**config.mk**
```make
export PLATFORM = sky130hd
export DESIGN_NAME = sba_queue
export DESIGN_NICKNAME = d
export VERILOG_FILES = /design/src/hw/rtl/sba_pkg.sv /design/src/hw/rtl/sba_queue.sv
export SDC_FILE = /design/constraint.sdc
export NUM_CORES = 1
export LEC_CHECK = 0
export BUFFER_PORTS_ARGS = -buffer_cell sky130_fd_sc_hd__buf_2
export CORE_ASPECT_RATIO = 1.5
export CORE_UTILIZATION = 52
export CTS_BUF_LIST = sky130_fd_sc_hd__clkbuf_16
export DETAILED_ROUTE_END_ITERATION = 8
export HOLD_SLACK_MARGIN = 0.03
export PLACE_DENSITY = 0.79
export SLEW_MARGIN = 20
export SYNTH_ARGS = -nofsm -noshare
export SYNTH_HDL_FRONTEND = slang
export SYNTH_SLANG_ARGS = --single-unit
```
**constraint.sdc**
```tcl
create_clock -name aclk -period 4.44 [get_ports aclk]
set_input_delay 1.332 -clock aclk [delete_from_list [all_inputs] [get_ports aclk]]
set_output_delay 1.332 -clock aclk [all_outputs]
set_load 0.01 [all_outputs]
```
**src/hw/rtl/sba_pkg.sv**
```systemverilog
package sba_pkg;

    localparam int ADDR_W      = 19;
    localparam int SIZE_W      = 12;
    localparam int BITMAP_BITS = 256;
    localparam int SLOT_W      = 8;
    localparam int CNT_W       = 9;
    localparam int PAGE_W      = 9;
    localparam int CLASS_W     = 3;
    localparam int STATUS_W    = 3;
    localparam int MAX_CLASS_BYTES = 2048;

    localparam logic [STATUS_W-1:0] ST_OK        = 3'd0;
    localparam logic [STATUS_W-1:0] ST_ZERO_SIZE = 3'd1;
    localparam logic [STATUS_W-1:0] ST_TOO_LARGE = 3'd2;
    localparam logic [STATUS_W-1:0] ST_NO_SLAB   = 3'd3;
    localparam logic [STATUS_W-1:0] ST_BAD_FREE  = 3'd4;

    typedef enum logic [1:0] {
        CMD_ALLOC,
        CMD_FREE,
        CMD_ERR
    } cmd_kind_t;

    typedef struct packed {
        cmd_kind_t             kind;
        logic [STATUS_W-1:0]   status;
        logic [CLASS_W-1:0]    ci;
        logic [PAGE_W-1:0]     page;
        logic [SLOT_W-1:0]     slot;
        logic [CNT_W-1:0]      slots;
        logic [CNT_W-1:0]      base;
    } cmd_t;

    typedef enum logic [1:0] {
        F_IDLE,
        F_DIV,
        F_DEC,
        F_PUSH
    } front_state_t;

    typedef enum logic [2:0] {
        B_IDLE,
        B_SCAN,
        B_CHECK,
        B_FREE,
        B_FREE_CHK,
        B_OUT
    } back_state_t;

endpackage

```
**src/hw/rtl/sba_queue.sv**
```systemverilog
module sba_queue (
    input  logic          aclk,
    input  logic          aresetn,
    input  logic          push,
    input  sba_pkg::cmd_t push_cmd,
    output logic          full,
    input  logic          pop,
    output logic          empty,
    output sba_pkg::cmd_t head
);
    import sba_pkg::*;

    cmd_t       slot_reg [2];
    logic       wp_reg, rp_reg;
    logic [1:0] cnt_reg;

    assign full  = (cnt_reg == 2'd2);
    assign empty = (cnt_reg == 2'd0);
    assign head  = slot_reg[rp_reg];

    always_ff @(posedge aclk) begin
        if (!aresetn) begin
            wp_reg  <= 1'b0;
            rp_reg  <= 1'b0;
            cnt_reg <= 2'd0;
        end else begin
            if (push && !full) wp_reg <= ~wp_reg;
            if (pop && !empty) rp_reg <= ~rp_reg;
            cnt_reg <= cnt_reg + 2'(push && !full) - 2'(pop && !empty);
        end
        if (push && !full) slot_reg[wp_reg] <= push_cmd;
    end

endmodule

```
After elaboration in Yosys (flattened, before gate mapping):

Memory sizes are Yosys's and may differ from the RTL's. A register that Yosys moved wholly into a read port is not among the register bits.
Index checks and enable logic that the tools add are counted.

* bits in registers: 4
* bits in latches: 0
* bits in writable memories: 86
* ROM bits: 0
* input bits: 47
* output and inout port bits: 45
* word-level logic and storage cells: 18
* memories kept: 1

Memory list
* slot_reg: depth 2, bits a word 43, rd ports 1, clocked after Yosys merged registers in 1, write ports 1, line sba_queue.sv:13 `cmd_t slot_reg [2];`

* $add $sub $neg: 2
* $mul: 0
* div/mod/pow operators: 0
* order comparisons: 0
* equal/unequal tests: 1
* shifts and indexed selects: 0
* mux-type cells: 4
* bitwise logic cells: 2
* reduce and logical (&&, ||, !) cells: 5

Operators by type and width (number)
* 1-bit 2-to-1 mux: 4
* 2-bit by 1-bit adder with 2-bit output: 1
* 2-bit == test, second input constant: 1
* 1-bit logical AND: 2
* 1-bit logical NOT: 2
* 2-bit logical NOT: 1
* 1-bit inverter: 2
* 2-bit by 1-bit subtractor with 2-bit output: 1

Depth between registers and ports, before layout:

* depth in word-level cells: 5
* gate-level depth with buffers: 8
* gate-level depth less buffers: 8

Worst setup path after synthesis:

OpenSTA, ideal clock, no wires.

* kind: input port to flip-flop
* start: input port push
* end: memory slot_reg[0][0] (netlist bit) (enable)
* setup time: 0.443 ns
* arrival: 3.234 ns
* data required time: 3.997 ns
* setup slack: 0.762 ns
* stages: 2
* buffers on the path: 0
* cell sequence: nand2_1 > nor2_1

* longest elaborated chain between the ends: 3

Ends and longest elaborated chain
* start, declared: line sba_queue.sv:4 `input logic push,`
* 1-bit logical AND: line sba_queue.sv:31 `if (push && !full) slot_reg[wp_reg] <= push_cmd;`
* 1-bit 2-to-1 mux: line sba_queue.sv:31
* 1-bit 2-to-1 mux (not written as such): line sba_queue.sv:31
* end, declared: line sba_queue.sv:13

Every way passes these cells.

==> impl_metrics.py <==
metrics = {
    "global_route": {
        "antenna_found_initial": 0,
        "grt_usage": 0.165,
        "grt_overflow": 0,
        "grt_pass1_wl_mm": 8.47,
        "grt_pass1_vias": 1707,
        "grt_max_degree": 44,
    },
    "logic_synthesis": {
        "ys.flop_type": "edfxtp_1",
        "synth_common_cells": "86 x edfxtp_1, 40 x mux2_4, 5 x dfxtp_1, 4 x buf_12",
        "netlist_top_cells_area": "edfxtp_1 73%, mux2_4 17%, dfxtp_1 2.8%, buf_12 2.3%, mux2_2 0.95%",
        "synth-edff-count": 86,
        "netlist.area_leader.share": 0.729,
        "postSynthAreaPerCell_um2": 22.3,
        "synth_cell_types": 17,
        "synthesis.nets": 208,
        "ys_seq_elements": 91,
        "seq_area_frac_synth": 0.757,
        "synth_most_common_cell": "edfxtp_1",
        "ys_async_sr_fraction": 0,
        "synthCells": 159,
        "netlist_area_mm2": 0.00354,
        "yosys_warnings": 0,
        "synth_top_area_cell": "edfxtp_1",
    },
    "drt": {
        "vias": 1696,
        "drt-initial-drc-count": 93,
        "antenna_left": 0,
        "detail_route.first_pass.iterations": 4,
        "wl_per_cell_um": 16.5,
        "vias_per_cell": 4.99,
        "drc": 0,
        "drt-total-wl_mm": 5.62,
    },
    "clock_network": {
        "post_cts_resized": 0,
        "cts.root.buffer_cell": "clkbuf_16",
        "cts_sinks": 91,
        "postCtsSetupBuffers": 0,
        "worstSkewPairLatency_ns": 0.33,
        "htree_levels": 3,
        "clkTransAtPathRegs_ns": 0.06,
        "hold_buffers": 0,
        "numCtsBuffers": 9,
        "clockBufferDepth": 2,
        "tritoncts": "yes",
    },
    "flow_run": {
        "cap_violations": 0,
    },
    "critical_path": {
        "crit_type": "register to output pin",
        "startpoint_type": "register",
        "worstPathRequired_ns": 3.11,
        "end_kind": "output pin",
        "cpPeakStageDelay_ns": 0.71,
        "cp_top_family": "flip-flops",
        "crit_chain": "buf_4 > mux2_4 > buf_2",
        "cp.arrival_ns": 1.92,
        "r2r_cells": 4,
        "r2r_end": "slot_reg[0][36]$_DFFE_PP_",
        "r2r_slack_ns": 2.48,
        "critPathBufInv": 2,
        "cp_max_fo": 19,
        "r2r-start": "cnt_reg[0]$_SDFF_PN0_",
        "slowest_stage": "dfxtp_2",
    },
    "floorplanning": {
        "start_util": 0.543,
        "die_w_um": 69.4,
        "io_pins": 92,
        "dieArea_mm2": 0.00716,
        "coreArea_mm2": 0.00653,
        "die_h_um": 103,
        "num_rows": 36,
    },
    "power_and_ir_drop": {
        "vdd_drop_max_mv": 0.405,
        "powerDensity_mw_per_mm2": 569,
        "p_leak_uw": 0.00174,
    },
    "sta": {
        "finalCriticalPeriod_ns": 3.25,
        "tightest_slew_ns": 0.998,
        "fin_setup_tns_ns": 0,
        "timing.final.crit_share": 0.733,
        "finClkSkew_ns": 0.00599,
        "maxSlewViolCount": 0,
        "rsz0062_at_grt": "false",
        "finalSetupViolCount": 0,
        "postLayoutSetupSlackWorst_ns": 1.19,
        "maxSlewHeadroom": 0.335,
        "max_freq_mhz": 307,
        "hold_viol": 0,
    },
    "placed_design": {
        "dp_hpwl_mm": 3.78,
        "portBuffers": 91,
        "place_inst": 324,
        "place_congestion": 0.684,
        "pre_cts_ws_ns": 1.51,
    },
    "run_status": {
        "status": "completed",
    },
    "final_layout": {
        "num_antenna_cells": 0,
        "final_nets": 308,
        "largest_register_ffs": 86,
        "fin_cells": 340,
        "drive_above_1_share": 0.568,
        "syn2layout_area_growth_pct": 21.7,
    },
    "hold_path": {
        "hold_class": "register to register",
        "hold_path_startpoint": "wp_reg$_SDFFE_PN0P_",
        "min_path_cells": 2,
        "min_to": "wp_reg$_SDFFE_PN0P_",
    },
}
-- worst max-delay path by stage --
stage	startpoint	end	slack (ns)	cells after the start
after CTS	register	head[33]	1.15	3
after global placement	register	head[33]	1.52	3
final	register	head[33]	1.19	3
after global routing	register	head[31]	1.11	3
after detailed placement	register	head[33]	1.51	3
after floorplan	push	slot_reg[0][0]$_DFFE_PP_	0.76	2
-- tightest hold or removal path, delay by kind of cell (launching register included) --
family / cells / cell delay (ns)
flip-flops: 1 / 0.35
multiplexers: 1 / 0.06
AND/OR/NAND/NOR: 1 / 0.07
-- per-stage QoR --
stage | power (µW) | hold WS [ns] | utilization | instance area (µm²)
finish | 2450 | 0.519 | 0.660 | 4310
global route | 2560 | 0.554 | 0.660 | 4310
CTS | 2480 | 0.519 | 0.660 | 4310
detailed placement | 1780 | 0.512 | 0.618 | 4040
global placement | 1760 | 0.503 | 0.618 | 4040
floorplan | 1620 | 0.455 | - | 3540
-- cell families after synthesis --
| group | synth area share |
|---|---|
| multiplexers | 0.182 |
| XOR/XNOR | 0.00742 |
| AND/OR/NAND/NOR | 0.0166 |
| flip-flops | 0.757 |
| buffers and inverters | 0.0279 |
| AO/OA/AOI/OAI | 0.00212 |
| adder cells (fa/ha/maj) | 0.00706 |
-- metal layers --
layer / wire length, µm / vias to the layer above / GRT usage
met3: 218 / 6 / 0.0420
met5: 0 / - / 0
met2: 3080 / 47 / 0.290
met4: 81 / 0 / 0.0942
li1: - / 814 / -
met1: 2230 / 829 / 0.182
-- cells in the final DEF (no fill, tap or decap), types with 3 or more instances in the layout --
master	synthesis	layout
buf_2	0	91
buf_4	0	3
clkbuf_16	0	9
clkinv_1	0	3
dfxtp_1	5	4
edfxtp_1	86	86
inv_1	2	5
mux2_2	3	3
mux2_4	40	40
xnor2_1	3	3
-- report_power, final --
part           switching (µW)  leakage (µW)  internal (µW)  total [µW]
clock                     280      0.000146            424         703
combinational             279      0.000744            327         606
sequential               63.8      0.000845           1080        1150
total                     622       0.00174           1830        2450
-- cell type report --
type                            instances  area, µm²
Clock inverter                          7       52.6
Multi-Input combinational cell         61        771
Fill cell                             464       2220
Tap cell                               76       95.1
Sequential cell                        91       2680
Clock buffer                            9        225
Inverter                                2       7.51
Timing Repair Buffer                   94        478
Note: power is estimated with default switching activity, not from simulation.
