[config.mk]
export PLATFORM = sky130hd
export DESIGN_NAME = sba_front
export DESIGN_NICKNAME = d
export VERILOG_FILES = /design/src/hw/rtl/sba_pkg.sv /design/src/hw/rtl/sba_front.sv
export SDC_FILE = /design/constraint.sdc
export NUM_CORES = 1
export LEC_CHECK = 0
export BUFFER_PORTS_ARGS = -buffer_cell sky130_fd_sc_hd__buf_2
export CORE_MARGIN = 1
export CORE_UTILIZATION = 62
export CTS_CLUSTER_DIAMETER = 100
export DETAILED_ROUTE_END_ITERATION = 7
export PLACE_DENSITY = 0.86
export SLEW_MARGIN = 20
export SYNTH_ARGS = -nofsm -noshare
export SYNTH_HDL_FRONTEND = slang
export SYNTH_SLANG_ARGS = --single-unit
[constraint.sdc]
create_clock -name aclk -period 10.7 [get_ports aclk]
set_input_delay 1.07 -clock aclk [delete_from_list [all_inputs] [get_ports aclk]]
set_output_delay 1.07 -clock aclk [all_outputs]
set_load 0.02 [all_outputs]
[src/hw/rtl/sba_pkg.sv]
package sba_pkg;

    localparam int ADDR_W      = 19;
    localparam int SIZE_W      = 12;
    localparam int BITMAP_BITS = 256;
    localparam int SLOT_W      = 8;
    localparam int CNT_W       = 9;
    localparam int PAGE_W      = 9;
    localparam int CLASS_W     = 3;
    localparam int STATUS_W    = 3;
    localparam int MAX_CLASS_BYTES = 2048;

    localparam logic [STATUS_W-1:0] ST_OK        = 3'd0;
    localparam logic [STATUS_W-1:0] ST_ZERO_SIZE = 3'd1;
    localparam logic [STATUS_W-1:0] ST_TOO_LARGE = 3'd2;
    localparam logic [STATUS_W-1:0] ST_NO_SLAB   = 3'd3;
    localparam logic [STATUS_W-1:0] ST_BAD_FREE  = 3'd4;

    typedef enum logic [1:0] {
        CMD_ALLOC,
        CMD_FREE,
        CMD_ERR
    } cmd_kind_t;

    typedef struct packed {
        cmd_kind_t             kind;
        logic [STATUS_W-1:0]   status;
        logic [CLASS_W-1:0]    ci;
        logic [PAGE_W-1:0]     page;
        logic [SLOT_W-1:0]     slot;
        logic [CNT_W-1:0]      slots;
        logic [CNT_W-1:0]      base;
    } cmd_t;

    typedef enum logic [1:0] {
        F_IDLE,
        F_DIV,
        F_DEC,
        F_PUSH
    } front_state_t;

    typedef enum logic [2:0] {
        B_IDLE,
        B_SCAN,
        B_CHECK,
        B_FREE,
        B_FREE_CHK,
        B_OUT
    } back_state_t;

endpackage

[src/hw/rtl/sba_front.sv]
module sba_front #(
    parameter int NUM_CLASSES     = 8,
    parameter int SLABS_PER_CLASS = 16,
    parameter int PAGE_BYTES      = 4096,
    parameter int HEADER_BYTES    = 28
) (
    input  logic                      aclk,
    input  logic                      aresetn,
    input  logic                      s_tvalid,
    output logic                      s_tready,
    input  logic [31:0]               s_tdata,
    output logic                      push,
    output sba_pkg::cmd_t             push_cmd,
    input  logic                      full
);
    import sba_pkg::*;

    localparam int NUM_PAGES = NUM_CLASSES * SLABS_PER_CLASS;
    localparam int QMAX = ((1 << ADDR_W) - 1) / PAGE_BYTES;
    localparam int QW   = (QMAX > 0) ? $clog2(QMAX + 1) : 1;
    // page = addr / PAGE_BYTES by reciprocal multiply, off by at most one
    localparam longint RECIP = (64'd1 << 32) / PAGE_BYTES;
    localparam int RW   = $clog2(RECIP + 1);
    localparam int PRW  = ADDR_W + RW;

    logic [CNT_W-1:0] slots_tab [NUM_CLASSES];
    logic [CNT_W-1:0] base_tab  [NUM_CLASSES];

    for (genvar c = 0; c < NUM_CLASSES; c++) begin : g_tab
        localparam longint SS   = 64'd16 << c;
        localparam longint AV   = longint'(PAGE_BYTES - HEADER_BYTES);
        localparam longint PAY  = AV * (8 * SS) / (8 * SS + 1);
        localparam longint SL   = PAY / SS;
        localparam longint SLC  = (SL > BITMAP_BITS) ? BITMAP_BITS : SL;
        localparam longint BS   = HEADER_BYTES + (SLC + 7) / 8;
        assign slots_tab[c] = CNT_W'(SLC);
        assign base_tab[c]  = CNT_W'(BS);
    end

    front_state_t      state_reg, state_next;
    logic              op_reg;
    logic [SIZE_W-1:0] size_reg;
    logic [ADDR_W-1:0] rem_reg, rem_next;
    logic [QW-1:0]     q_reg, q_next;
    logic              k_reg, k_next;
    cmd_t              cmd_reg, cmd_next;

    logic [PRW-1:0]    prod;
    logic [31:0]       qd, rr;
    logic [CLASS_W-1:0] aci, fci;
    logic [SIZE_W-1:0]  sm1;
    logic [16:0]        rel;
    logic [16:0]        slot_full;
    logic [PAGE_W-1:0]  fpage;
    logic               big;

    always_ff @(posedge aclk) begin
        if (!aresetn) begin
            state_reg <= F_IDLE;
        end else begin
            state_reg <= state_next;
        end
        rem_reg <= rem_next;
        q_reg   <= q_next;
        k_reg   <= k_next;
        cmd_reg <= cmd_next;
        if (s_tvalid && s_tready) begin
            op_reg   <= s_tdata[0];
            size_reg <= s_tdata[12:1];
        end
    end

    always_comb begin
        state_next = state_reg;
        rem_next   = rem_reg;
        q_next     = q_reg;
        k_next     = k_reg;
        cmd_next   = cmd_reg;
        s_tready   = (state_reg == F_IDLE);
        push       = 1'b0;
        push_cmd   = cmd_reg;

        prod = PRW'(rem_reg) * PRW'(RECIP);
        qd   = 32'(q_reg) * 32'(PAGE_BYTES);
        rr   = 32'(rem_reg) - qd;

        sm1 = size_reg - SIZE_W'(1);
        aci = '0;
        big = 1'b1;
        for (int c = 7; c >= 0; c--) begin
            if ((sm1 >> (c + 4)) == '0) begin
                aci = CLASS_W'(c);
                big = 1'b0;
            end
        end

        fpage = PAGE_W'(q_reg);
        fci   = '0;
        for (int c = 1; c < NUM_CLASSES; c++) begin
            if (32'(q_reg) >= 32'(c * SLABS_PER_CLASS)) fci = CLASS_W'(c);
        end
        rel       = 17'(rem_reg) - 17'(base_tab[fci]);
        slot_full = rel >> (4 + fci);

        case (state_reg)
            F_IDLE: begin
                if (s_tvalid) begin
                    rem_next = s_tdata[31:13];
                    q_next   = '0;
                    k_next   = 1'b1;
                    state_next = s_tdata[0] ? F_DIV : F_DEC;
                end
            end
            F_DIV: begin
                if (k_reg) begin
                    q_next = QW'(prod >> 32);
                    k_next = 1'b0;
                end else begin
                    if (rr >= 32'(PAGE_BYTES)) begin
                        q_next   = q_reg + QW'(1);
                        rem_next = ADDR_W'(rr - 32'(PAGE_BYTES));
                    end else begin
                        rem_next = ADDR_W'(rr);
                    end
                    state_next = F_DEC;
                end
            end
            F_DEC: begin
                cmd_next = '0;
                if (!op_reg) begin
                    cmd_next.kind  = CMD_ALLOC;
                    cmd_next.ci    = aci;
                    cmd_next.slots = slots_tab[aci];
                    cmd_next.base  = base_tab[aci];
                    if (size_reg == '0) begin
                        cmd_next.kind   = CMD_ERR;
                        cmd_next.status = ST_ZERO_SIZE;
                    end else if (32'(size_reg) > MAX_CLASS_BYTES || big ||
                                 32'(aci) >= NUM_CLASSES) begin
                        cmd_next.kind   = CMD_ERR;
                        cmd_next.status = ST_TOO_LARGE;
                    end else if (slots_tab[aci] == '0) begin
                        cmd_next.kind   = CMD_ERR;
                        cmd_next.status = ST_NO_SLAB;
                    end
                end else begin
                    cmd_next.kind   = CMD_FREE;
                    cmd_next.ci     = fci;
                    cmd_next.page   = fpage;
                    cmd_next.slot   = SLOT_W'(slot_full);
                    if (32'(q_reg) >= NUM_PAGES ||
                        17'(rem_reg) < 17'(base_tab[fci]) ||
                        (rel & ((17'd16 << fci) - 17'd1)) != '0 ||
                        slot_full >= 17'(slots_tab[fci])) begin
                        cmd_next.kind   = CMD_ERR;
                        cmd_next.status = ST_BAD_FREE;
                    end
                end
                state_next = F_PUSH;
            end
            F_PUSH: begin
                if (!full) begin
                    push       = 1'b1;
                    state_next = F_IDLE;
                end
            end
            default: state_next = F_IDLE;
        endcase
    end

endmodule

Yosys cells after proc, flatten, opt, wreduce, memory -nomap -nowiden
Memories as Yosys holds them, arrays and structs flattened. A register that Yosys moved wholly into a read port is not among the register bits.
Cells that the tools add are included.
{"block": "totals", "in_bits": 36, "memories": 4, "regBits": 76, "mem_bits_ro": 288}
{"name": "(name not given)", "depth": 8, "word_bits": 9, "rd": 1, "rd_clocked_by_memory_dff": 0, "wr": 0, "line": "sba_front.sv:154", "text": "slot_full >= 17'(slots_tab[fci])) begin"}
{"name": "(name not given)", "depth": 8, "word_bits": 9, "rd": 1, "rd_clocked_by_memory_dff": 0, "wr": 0, "line": "sba_front.sv:152", "text": "17'(rem_reg) < 17'(base_tab[fci]) ||"}
{"name": "(name not given)", "depth": 8, "word_bits": 9, "rd": 1, "rd_clocked_by_memory_dff": 0, "wr": 0, "line": "sba_front.sv:142", "text": "end else if (slots_tab[aci] == '0) begin"}
{"name": "(name not given)", "depth": 8, "word_bits": 9, "rd": 1, "rd_clocked_by_memory_dff": 1, "wr": 0, "line": "sba_front.sv:134", "text": "cmd_next.base = base_tab[aci];"}
{"block": "op_classes", "shifts": 2, "reduce_logical": 21, "eq_ne": 7, "muxes": 51, "n_addsub": 7, "order_cmp": 13, "bitwise_logic": 3}
{"operator": "12-bit zero test", "count": 9}
{"operator": "19-bit two-way mux", "count": 3}
{"operator": "9-bit two-way mux", "count": 6}
{"operator": "3-bit two-way mux", "count": 14}
{"operator": "19-bit case mux with 2 select lines", "count": 1}
{"operator": "32-bit by 13-bit >= comparator with 1-bit output (second input constant)", "count": 1}
{"operator": "7-bit >= comparator (second input constant)", "count": 4}
{"operator": "7-bit two-way mux", "count": 3}
{"operator": "5-bit two-way mux", "count": 4}
{"operator": "19-bit by 19-bit subtractor with 20-bit output", "count": 1}
{"operator": "19-bit by 14-bit subtractor with 19-bit output (second input constant)", "count": 1}
{"operator": "17-bit AND", "count": 1}
{"operator": "17-bit by 9-bit >= comparator with 1-bit output", "count": 1}
{"operator": "17-bit by 9-bit less-than comparator with 1-bit output", "count": 1}
{"operator": "17-bit nonzero test", "count": 1}
{"operator": "5-bit by 3-bit left shift with 17-bit output (first input constant)", "count": 1}
{"operator": "17-bit by 4-bit right shift with 17-bit output", "count": 1}
{"operator": "17-bit by 1-bit subtractor with 17-bit output (second input constant)", "count": 1}
{"operator": "17-bit by 9-bit subtractor with 17-bit output", "count": 1}
{"operator": "7-bit by 6-bit >= comparator with 1-bit output (second input constant)", "count": 2}
{"operator": "7-bit case mux with 2 select lines", "count": 1}
{"operator": "12-bit > comparator (second input constant)", "count": 1}
{"operator": "1-bit two-way mux", "count": 12}
{"operator": "12-bit by 1-bit subtractor with 12-bit output (second input constant)", "count": 1}
{"operator": "other kinds (20)", "count": 32}

Depth between registers and ports, before layout
{"block": "logic_depth", "word_depth": 19, "ltp_mapped": 22}

Worst setup path after synthesis
Ideal clock, no wire load.
{"block": "synth_path", "path_type": "flip-flop to flip-flop", "start": "register q_reg[6]", "end": "register cmd_reg, in the netlist push_cmd[42] (data pin)", "stages_incl_launch_ff": 21, "slack_ns": 5.993, "setup_time_ns": 0.274, "t_required_ns": 10.426, "t_arrival_ns": 4.432, "cell_sequence": "edfxtp_1 > buf_4 > inv_1 > clkbuf_1 > nor2_1 > ha_1 > fa_1 > nor2b_1 > o21a_1 > nor4_1 > xnor2_1 > mux2i_1 > mux4_2 > ha_1 > a21o_1 > a2111oi_0 > o21ai_0 > a211oi_1 > o211a_1 > and4_4 > a31oi_1"}
{"item": "start, declared", "line": "sba_front.sv:44", "text": "logic [QW-1:0] q_reg, q_next;"}
{"item": "start signal, assigned", "line": "sba_front.sv:64", "text": "q_reg <= q_next;"}
{"item": "7-bit by 5-bit >= comparator with 1-bit output", "line": "sba_front.sv:100", "text": "if (32'(q_reg) >= 32'(c * SLABS_PER_CLASS)) fci = CLASS_W'(c);"}
{"item": "1-bit two-way mux", "line": "sba_front.sv:100"}
{"item": "3-bit two-way mux (5 in series)", "line": "sba_front.sv:100"}
{"item": "3-bit two-way mux (*)", "line": "sba_front.sv:100"}
{"item": "3-bit inverter with 4-bit output (not written as such)", "line": "sba_front.sv:102", "text": "rel = 17'(rem_reg) - 17'(base_tab[fci]);"}
{"item": "memory read 8 x 9 bit"}
{"item": "9-bit two-way mux (not written as such) (2 in series)", "line": "sba_front.sv:152"}
{"item": "17-bit by 9-bit subtractor with 17-bit output", "line": "sba_front.sv:102"}
{"item": "17-bit by 4-bit right shift with 17-bit output (*)", "line": "sba_front.sv:103", "text": "slot_full = rel >> (4 + fci);"}
{"item": "via slot_full[6]", "line": "sba_front.sv:53", "text": "logic [16:0] slot_full;"}
{"item": "17-bit by 9-bit >= comparator with 1-bit output (*)", "line": "sba_front.sv:154"}
{"item": "1-bit logical OR (*)", "line": "sba_front.sv:153", "text": "(rel & ((17'd16 << fci) - 17'd1)) != '0 ||"}
{"item": "5-bit two-way mux (*)", "line": "sba_front.sv:151", "text": "if (32'(q_reg) >= NUM_PAGES ||"}
{"item": "8-bit two-way mux (*)", "line": "sba_front.sv:130", "text": "if (!op_reg) begin"}
{"item": "end signal, assigned", "line": "sba_front.sv:66", "text": "cmd_reg <= cmd_next;"}
{"item": "end, declared", "line": "sba_front.sv:46", "text": "cmd_t cmd_reg, cmd_next;"}
Mark *: on every way through the listed nets, which the timed path passes. The rest lies on a longest branch. The select of a mux whose other input is x is not followed.
A chain may end at the register's enable or synchronous reset.

Final worst setup path
{"block": "layout_path", "start": "register q_reg[5]", "end": "register cmd_reg, in the netlist push_cmd[42] (data pin)"}
Same word-level chain as after synthesis.

==> run summary <==
Setup-violating endpoint count in the final report: 0. In the final routed layout, each cell accounts on average for 15.6 µm. Once placement finished, the instance area stood at 5590 µm². After synthesis the netlist holds a flip-flop and latch count of 78.

81 I/O pins were placed. STA classifies the critical path endpoint as a register. Entering global routing, the biggest net connects 38 pins. In the routed layout, each cell is associated on average with a via count of 6.00. TritonCTS built the clock tree.

Among all flip-flop cells after synthesis, the most frequent one is sky130_fd_sc_hd__edfxtp_1. Among cell families on the critical path, the largest total delay comes from compound AO/OA/AOI/OAI gates. The diode insertion count for antenna repair was 0; the overall routing resource usage was 0.256. The run gives 1.01 as the final weighted congestion in routability-driven placement.

The run finished with clean final reports. At the worst endpoint, the arrival time is 5700 ps. The number of antenna violations at the first check in global routing is 0, and the clock period minus worst slack is 5660 ps. In this run the number of H-tree levels came out at 3. The worst slack after detailed placement was 5160 ps.

Counting flops with a built-in enable in the synthesized netlist gives 76. The logs give 0.639 for the initial core utilization and 0 for the post-route antenna net violation count. The fraction of final layout cells with drive strength greater than 1 is 0.203. The logs give 627 for the number of inserted filler cells in the final layout and 5040 ps for the smallest setup slack after layout. Synthesis produced a netlist whose cell count is 507. The run gives 0 ps as the setup TNS. The final standard cell utilization of the core was 0.704; the total CTS buffers was 9.

For the final database, setup skew stands at 16.1 ps. The most numerous cell type found on the critical path is sky130_fd_sc_hd__ha_1. The worst setup path is of the register to register kind. The clock latency reported for the late side of the worst-skew pair was 360 ps; the maximum clock frequency was 0.177 GHz. Horizontal extent of the die: 93.8 µm. After synthesis, the netlist uses 73 different library cells. Yosys attributes the largest share of cell area to sky130_fd_sc_hd__edfxtp_1 44%, sky130_fd_sc_hd__ha_1 6.7%, sky130_fd_sc_hd__nor2_1 3.6%.

The class of the worst hold path is register to register. Setup repair after global routing left no endpoint under its margin. The routed layout has 4,078 vias.

In the synthesized netlist, the cells that appear most often are 76 x sky130_fd_sc_hd__edfxtp_1, 50 x sky130_fd_sc_hd__nor2_1, 30 x sky130_fd_sc_hd__inv_1. The total detailed-routing wirelength was 10,600 µm; the deepest clock path buffer count was 2. The final cycle utilization of the critical path is 0.529.

The leading cell type by number of instances after synthesis is sky130_fd_sc_hd__edfxtp_1. For this block, the initial DRC count from the detailed router was 424. After detailed routing, the number of remaining DRC violations is 0. In this run the power density over the cells is 338 nW/µm². The register with the most flip-flops in the layout has 36 of them. The longest individual stage delay on the worst path was 680 ps. The count of buffers added on input and output ports is 74. The count of final max-slew check failures was 0. For the relative slew slack, the log shows 0.326. Leaving out filler cells and counting taps, the final layout contains 680.

The clock net in this run drives a total of 78 sinks. The core area was 8180 µm². The largest total area in the synthesized netlist belongs to sky130_fd_sc_hd__edfxtp_1. Gates resized during post-CTS repair numbered 0. For this run, the number of Yosys warnings is 0. The worst vdd rail ir drop came out at 0.000207 V. The die footprint is 8790 µm², and the cell total after placement is 664.

The area fraction of the dominant cell type after synthesis is 0.437, and the number of endpoints with negative hold slack in the final report is 0. The signal on the critical path passes through inv_1 > nor2_1 > ha_1 > and3_1 > a21boi_1 > nor3_1 > xnor2_1 > mux2i_1 > mux4_2 > ha_1 > a21o_1 > a2111oi_0 > o21ai_0 > a211oi_1 > o211a_1 > and4_4 > a31oi_1. Hold is met by 548 ps. The first global-routing pass estimated 17,200 µm of wire. Slew at the pin with the worst max-slew slack: 1010 ps. The number of global-route vias before repair is 3,713. The register clock-pin slew on the reported worst setup and hold paths is 90 ps.

The tools report the static leakage as 2.31 nW. The tools report the max-capacitance violation count as 0. The worst-path maximum fanout was 16.

For this run, the post-layout net count is 636. The root buffer cell was sky130_fd_sc_hd__clkbuf_8. The cell area that synthesis handed to floorplanning was 5220 µm².

Number of buffers and inverters on the critical path: 1. For this run, the detailed router's first-pass iteration total came to 5. The floorplan step set the die height to 93.8 µm. Summing all non-filler instances in the final layout gives an area of 5750 µm². The initialized floorplan defines 33 standard-cell rows. The design draws 1.94 mW. At the worst endpoint, the required time is 10,750 ps. The relative area change from synthesis to final layout was 10.2%; the proportion of synthesized flip-flops having asynchronous set or reset was 0. The HPWL after detailed placement is 8060 µm. The cell at the slowest stage of the critical path was sky130_fd_sc_hd__edfxtp_1. The run gives 0.445 as the sequential share of the synthesized area. Category of the worst setup path launch point: a register. The number of hold buffers added after CTS was 0; the overall overflow remaining after global route was 0.

In this run the mean area of a mapped cell was 10.3 µm². In this run the post-CTS setup repair buffer count came out at 0.
## area by class of cell
cell class,count,area (µm²),area share
multi-input combinational,375,2640,0.459
clock inverter,6,37.5,0.00652
sequential,78,2320,0.404
inverter,31,116,0.0202
tap,105,131,0.0228
timing repair buffer,75,378,0.0657
clock buffer,10,128,0.0222
## worst min-delay path, cell delays in order (launching register included)
cell and delay, ps:
sky130_fd_sc_hd__dfxtp_1 330, sky130_fd_sc_hd__inv_1 100, sky130_fd_sc_hd__a211oi_1 80
## per-layer routing
metal  vias up  GRT usage  part of all wire  routed length [µm]
met5         -          0                 0                   0
met3        31     0.0502             0.074                 786
met4         0      0.109             0.026                 274
li1       1978          -                 -                   -
met1      1874      0.339              0.44                4620
met2       195      0.411              0.46                4930
## path summary, 6_finish.rpt
kind / slack, ps / from / depth (start not counted) / to
hold / removal: 550 / state_reg[1] / 2 / state_reg[1]
setup reg to reg: 5040 / q_reg[5] / 17 / push_cmd[42]
setup / recovery: 5040 / q_reg[5] / 17 / push_cmd[42]
hold reg to reg: 550 / state_reg[1] / 2 / state_reg[1]
## logic make-up (layout without fill, tap and decap cells)
family / Yosys count / in the layout / synth area share
AO/OA/AOI/OAI: 107 / 107 / 0.142
XOR/XNOR: 21 / 21 / 0.0367
adder cells (fa/ha/maj): 30 / 30 / 0.0748
buffers and inverters: 59 / 122 / 0.0527
flip-flops: 78 / 78 / 0.445
multiplexers: 19 / 19 / 0.0489
other: 1 / 6 / 0.000718
AND/OR/NAND/NOR: 192 / 192 / 0.199
## report_power, final
group          leakage (nW)  internal [mW]  switching (mW)
Combinational          1.50          0.467           0.683
Sequential            0.737          0.495           0.109
Clock                0.0801         0.0834           0.108
## placed cells by master (no fill, tap or decap), types with 7 or more instances in the layout
cell type | netlist | final
sky130_fd_sc_hd__edfxtp_1 | 76 | 76
sky130_fd_sc_hd__buf_2 | 1 | 74
sky130_fd_sc_hd__nor2_1 | 50 | 50
sky130_fd_sc_hd__inv_1 | 30 | 30
sky130_fd_sc_hd__nand2_1 | 29 | 29
sky130_fd_sc_hd__ha_1 | 28 | 28
sky130_fd_sc_hd__a21oi_1 | 25 | 25
sky130_fd_sc_hd__nor2b_1 | 21 | 21
sky130_fd_sc_hd__xnor2_1 | 19 | 19
sky130_fd_sc_hd__and2_1 | 18 | 18
sky130_fd_sc_hd__o21ai_0 | 13 | 13
sky130_fd_sc_hd__nor3_1 | 12 | 12
sky130_fd_sc_hd__mux2i_1 | 12 | 12
sky130_fd_sc_hd__nor4_1 | 11 | 11
sky130_fd_sc_hd__nand3_1 | 9 | 9
sky130_fd_sc_hd__a31oi_1 | 9 | 9
sky130_fd_sc_hd__clkbuf_8 | 0 | 9
sky130_fd_sc_hd__a211oi_1 | 8 | 8
sky130_fd_sc_hd__o21a_1 | 7 | 7
(Power assumes the default switching activity.)
